===== src/rtl/core/ffca_pkg.sv =====
package ffca_pkg;

  // Default sizing of the heap and of each chunk table.
  localparam int HEAP_BYTES_DEF  = 65536;
  localparam int TABLE_DEPTH_DEF = 64;

  // Widths of the request and response fields.
  localparam int OP_W     = 1;
  localparam int REQ_W    = 17;
  localparam int ADDR_W   = 16;
  localparam int STATUS_W = 2;

  // Operation codes.
  localparam logic [OP_W-1:0] OP_ALLOC = 1'b0;
  localparam logic [OP_W-1:0] OP_FREE  = 1'b1;

  // Response status codes.
  typedef enum logic [STATUS_W-1:0] {
    ST_OK      = 2'd0,
    ST_NOFIT   = 2'd1,
    ST_UNKNOWN = 2'd2,
    ST_FULL    = 2'd3
  } ffca_status_t;

  // Controller states.
  typedef enum logic [2:0] {
    S_IDLE,
    S_SCAN,
    S_DECIDE,
    S_UPDATE,
    S_DONE
  } ffca_state_t;

endpackage


===== src/rtl/core/ffca_cell.sv =====
module ffca_cell import ffca_pkg::*; #(
  parameter int            AW        = 16,
  parameter int            SW        = 17,
  parameter bit            RST_VALID = 1'b0,
  parameter logic [SW-1:0] RST_SIZE  = '0
) (
  input  logic          clk,
  input  logic          rst,
  input  logic          shift,
  input  logic          in_valid,
  input  logic [AW-1:0] in_start,
  input  logic [SW-1:0] in_size,
  output logic          valid,
  output logic [AW-1:0] start,
  output logic [SW-1:0] size
);

  // One table entry; it takes its neighbor's entry whenever the row shifts.
  always_ff @(posedge clk) begin
    if (rst) begin
      valid <= RST_VALID;
      start <= '0;
      size  <= RST_SIZE;
    end else if (shift) begin
      valid <= in_valid;
      start <= in_start;
      size  <= in_size;
    end
  end

endmodule


===== config.mk =====
export PLATFORM = sky130hd
export DESIGN_NAME = ffca_cell
export DESIGN_NICKNAME = d
export VERILOG_FILES = /design/src/rtl/core/ffca_pkg.sv /design/src/rtl/core/ffca_cell.sv
export SDC_FILE = /design/constraint.sdc
export NUM_CORES = 1
export LEC_CHECK = 0
export ABC_AREA = 1
export BUFFER_PORTS_ARGS = -buffer_cell sky130_fd_sc_hd__buf_2
export CORE_MARGIN = 2
export CORE_UTILIZATION = 40
export DETAILED_ROUTE_END_ITERATION = 12
export GPL_TIMING_DRIVEN = 0
export PLACE_DENSITY = 0.79
export SETUP_SLACK_MARGIN = 0.4
export SYNTH_ARGS = -nofsm -noshare
export SYNTH_HDL_FRONTEND = slang
export SYNTH_SLANG_ARGS = --single-unit
export TNS_END_PERCENT = 30

===== constraint.sdc =====
create_clock -name clk -period 0.8 [get_ports clk]
set_clock_uncertainty 0.15 [all_clocks]
set_input_delay 0.08 -clock clk [delete_from_list [all_inputs] [get_ports clk]]
set_output_delay 0.08 -clock clk [all_outputs]
set_load 0.05 [all_outputs]

---- Word-level counts from Yosys, hierarchy flattened ----
Index checks and enable logic that the tools add are counted.
storage, ports and cells
  bits of input ports ..................... 37
  flip-flop bits (word level) ............. 34
  output and inout bits ................... 34
  word-level logic and storage cells ...... 3

---- Logic depth before layout (Yosys ltp) ----
  word-level depth ........................ 0
  depth in mapped cells ................... 5
  depth with buffers taken out ............ 4

---- Worst setup path after synthesis ----
Ideal clock, no wire load.
  path kind ............................... register -> register
  from .................................... register start[13] (netlist name)
  to ...................................... register start[13]
  stages on the path, launching flop included .. 3
  setup time .............................. 64 ps
  slack ................................... -208 ps
  period minus slack after synthesis ...... 1008 ps
  required time ........................... 586 ps
  data arrival time ....................... 794 ps
  cells stage by stage .................... dfxtp_1 > nor2_1 > nor2_1
RTL lines
  what                  line             text
  to (signal assigned)  ffca_cell.sv:26  start <= in_start;
  to (decl)             ffca_cell.sv:14  output logic [AW-1:0] start,

---- Worst setup path after layout ----
  from .................................... register size[0]
  to ...................................... output port size[0]
RTL lines
  what                    line             text
  from (decl)             ffca_cell.sv:15  output logic [SW-1:0] size
  from (signal assigned)  ffca_cell.sv:27  size <= in_size;
No word-level cell between the ends.

==> results.json <==
{
  "min_period_ns": 1.07,
  "p_leak_nw": 1.27,
  "wl_microns": 3410,
  "initial_core_util": 0.417,
  "clock-root-buffer": "clkbuf_4",
  "cp-start-kind": "flip-flop",
  "setup_violations": 34,
  "port_buffers": 69,
  "fmax_ghz": 0.933,
  "yosys.area.top_type_share": 0.485,
  "cp_max_fo": 2,
  "hold_violations": 34,
  "power_switching_share": 0.334,
  "ys_warn_count": 0,
  "synth_largest_area_cell": "dfxtp_1",
  "areaGrowthSynthToFinish_pct": 65.7,
  "power_mw": 3.88,
  "seq_area_frac_synth": 0.485,
  "cts_max_level": 2,
  "pre_cts_ws_ns": -0.156,
  "layout.nets": 329,
  "avgSynthCellArea_sq_um": 6.49,
  "diodes": 0,
  "synth-seq-cells": 34,
  "worst_path_max_delay_cell": "dfxtp_4",
  "slew_violations": 0,
  "ys_async_sr_fraction": 0,
  "irDropWorstVdd_mv": 0.978,
  "clk_pin_slew_ns": 0.10,
  "power_density_mw_per_mm2": 1670,
  "rows": 21,
  "place_congestion": 0.687,
  "synth_area_leaders": "dfxtp_1, nand2_1, nor2_1",
  "dr.first_iter.drc_count": 48,
  "final-seq-area_sq_um": 808,
  "hpwl_microns": 2190,
  "grt_use_total": 0.192,
  "grt_max_degree": 11,
  "synthesis.nets": 253,
  "post-route-period-util": 1.34,
  "hold_path.class": "in -> reg",
  "relSlewSlack": 0.864,
  "cp-end-kind": "output port",
  "cpPeakStageDelay_ns": 0.37,
  "crit_required_ns": 0.57,
  "outcome": "complete, but fails checks",
  "insertion_delay_ns": 0.32,
  "clockPowerShare": 0.206,
  "fin_tns_setup_ns": -8.58,
  "synth_area_sq_mm": 0.00140,
  "routedWlPerCell_microns": 10.1,
  "drv_cap": 0,
  "power_frac_comb": 0.307,
  "multiInputGateArea_sq_um": 520,
  "dr_total_vias": 1413,
  "first_global_vias": 1438,
  "syn_inst": 216,
  "ys_types": 7,
  "grt_pass1_wl_microns": 5970,
  "crit_buf_inv": 1,
  "p_int_mw": 2.58,
  "postRouteAntennaNets": 0,
  "violations": "hold timing, setup timing",
  "die_area_sq_mm": 0.00400,
  "synth_edf_count": 0,
  "holdWs_ns": -0.122,
  "synth_ff_type": "dfxtp_1",
  "finalWorstSetupSlack_ns": -0.272,
  "synth_common_cells": "nand2_1, nor2_1, dfxtp_1, inv_1, buf_2",
  "cp_data_arrival_time_ns": 0.84,
  "die_y_microns": 63.2,
  "routed_via_density": 4.19,
  "dr.pass1.iters": 4,
  "drive_gt1_frac": 0.423,
  "grt_overflow": 0,
  "tightest_slew_ns": 0.205,
  "pwr-share-seq": 0.487,
  "crit_family": "flip-flops",
  "antenna_found_initial": 0,
  "cts_buffer_depth": 2,
  "rsz0062_at_grt": "yes",
  "cts-buffers-inserted": 5,
  "io_pins": 71,
  "cts_tree": "built",
  "worstPathCellList": "buf_8",
  "crit_type": "reg -> out",
  "drc_errors": 0,
  "cts.sinks": 34,
  "core_sq_mm": 0.00336,
  "nFillCells": 294,
  "switchingPower_mw": 1.30,
  "die_w_microns": 63.2
}
-- cells in the final DEF, fill, tap and decap left out --
cell type / instances
buf_2: 42
buf_6: 4
buf_8: 34
clkbuf_4: 5
clkinv_1: 2
dfxtp_4: 34
inv_1: 34
nand2_1: 68
nor2_1: 64
nor2_2: 4
-- flip-flops by register name, summed over array words and instances, names as in the netlist --
register  count
size         17
start        16
valid         1
-- worst register-to-register path, cell delays in order, from the launching register on --
cell and delay (ns):
dfxtp_4 0.36, nor2_1 0.11, nor2_1 0.06
-- path summary, 6_finish.rpt --
kind | start | end | slack, ns | depth (start not counted)
hold reg to reg | start[5]$_SDFFE_PP0P_ | start[5]$_SDFFE_PP0P_ | 0.34 | 2
setup / recovery | size[0]$_SDFFE_PP0P_ | size[0] | -0.27 | 1
hold / removal | in_start[15] | start[15]$_SDFFE_PP0P_ | -0.12 | 5
setup reg to reg | size[0]$_SDFFE_PP0P_ | size[0]$_SDFFE_PP0P_ | 0.02 | 2
-- power by group through the flow --
stage | registers (mW) | logic, mW | clock network, mW
after floorplan | 2.30 | 0.284 | 0
after global placement | 1.87 | 0.937 | 0
after detailed placement | 1.87 | 0.948 | 0
after CTS | 1.89 | 1.18 | 0.834
after global routing | 1.91 | 1.28 | 0.951
final | 1.89 | 1.19 | 0.800
-- area by class of cell --
class / count / share of cell area
plain buffers: 11 / 0.0344
clock buffers: 5 / 0.0161
well taps: 46 / 0.0248
inverters: 35 / 0.0565
clock inverters: 1 / 0.00161
flip-flops and latches: 34 / 0.348
multi-input cells: 136 / 0.224
repair buffers: 69 / 0.295
-- cells by family after synthesis --
family	synth area share
flops	0.485
buf+inv	0.151
simple gates	0.364
-- metal layers --
layer	global-route usage	vias up	routed length [microns]
met5	0	-	0
met4	0.0897	0	59
met3	0.0625	8	257
met2	0.359	50	1770
met1	0.189	596	1320
li1	-	759	-
-- per-stage QoR --
step | hold WS, ns | utilization | instances | instance area [sq um]
floorplan | 0.109 | - | 216 | 1530
global placement | 0.208 | 0.575 | 331 | 1930
detailed placement | 0.220 | 0.575 | 331 | 1930
CTS | -0.132 | 0.688 | 337 | 2310
global route | -0.128 | 0.691 | 337 | 2320
finish | -0.122 | 0.691 | 337 | 2320
-- repair_timing --
item	CTS	global route
pin swaps	16	2
hold endpoints to repair	34	34
resized for setup	102	4
setup buffers	0	0
setup endpoints to repair	68	68
Power figures use the tool's default switching activity.
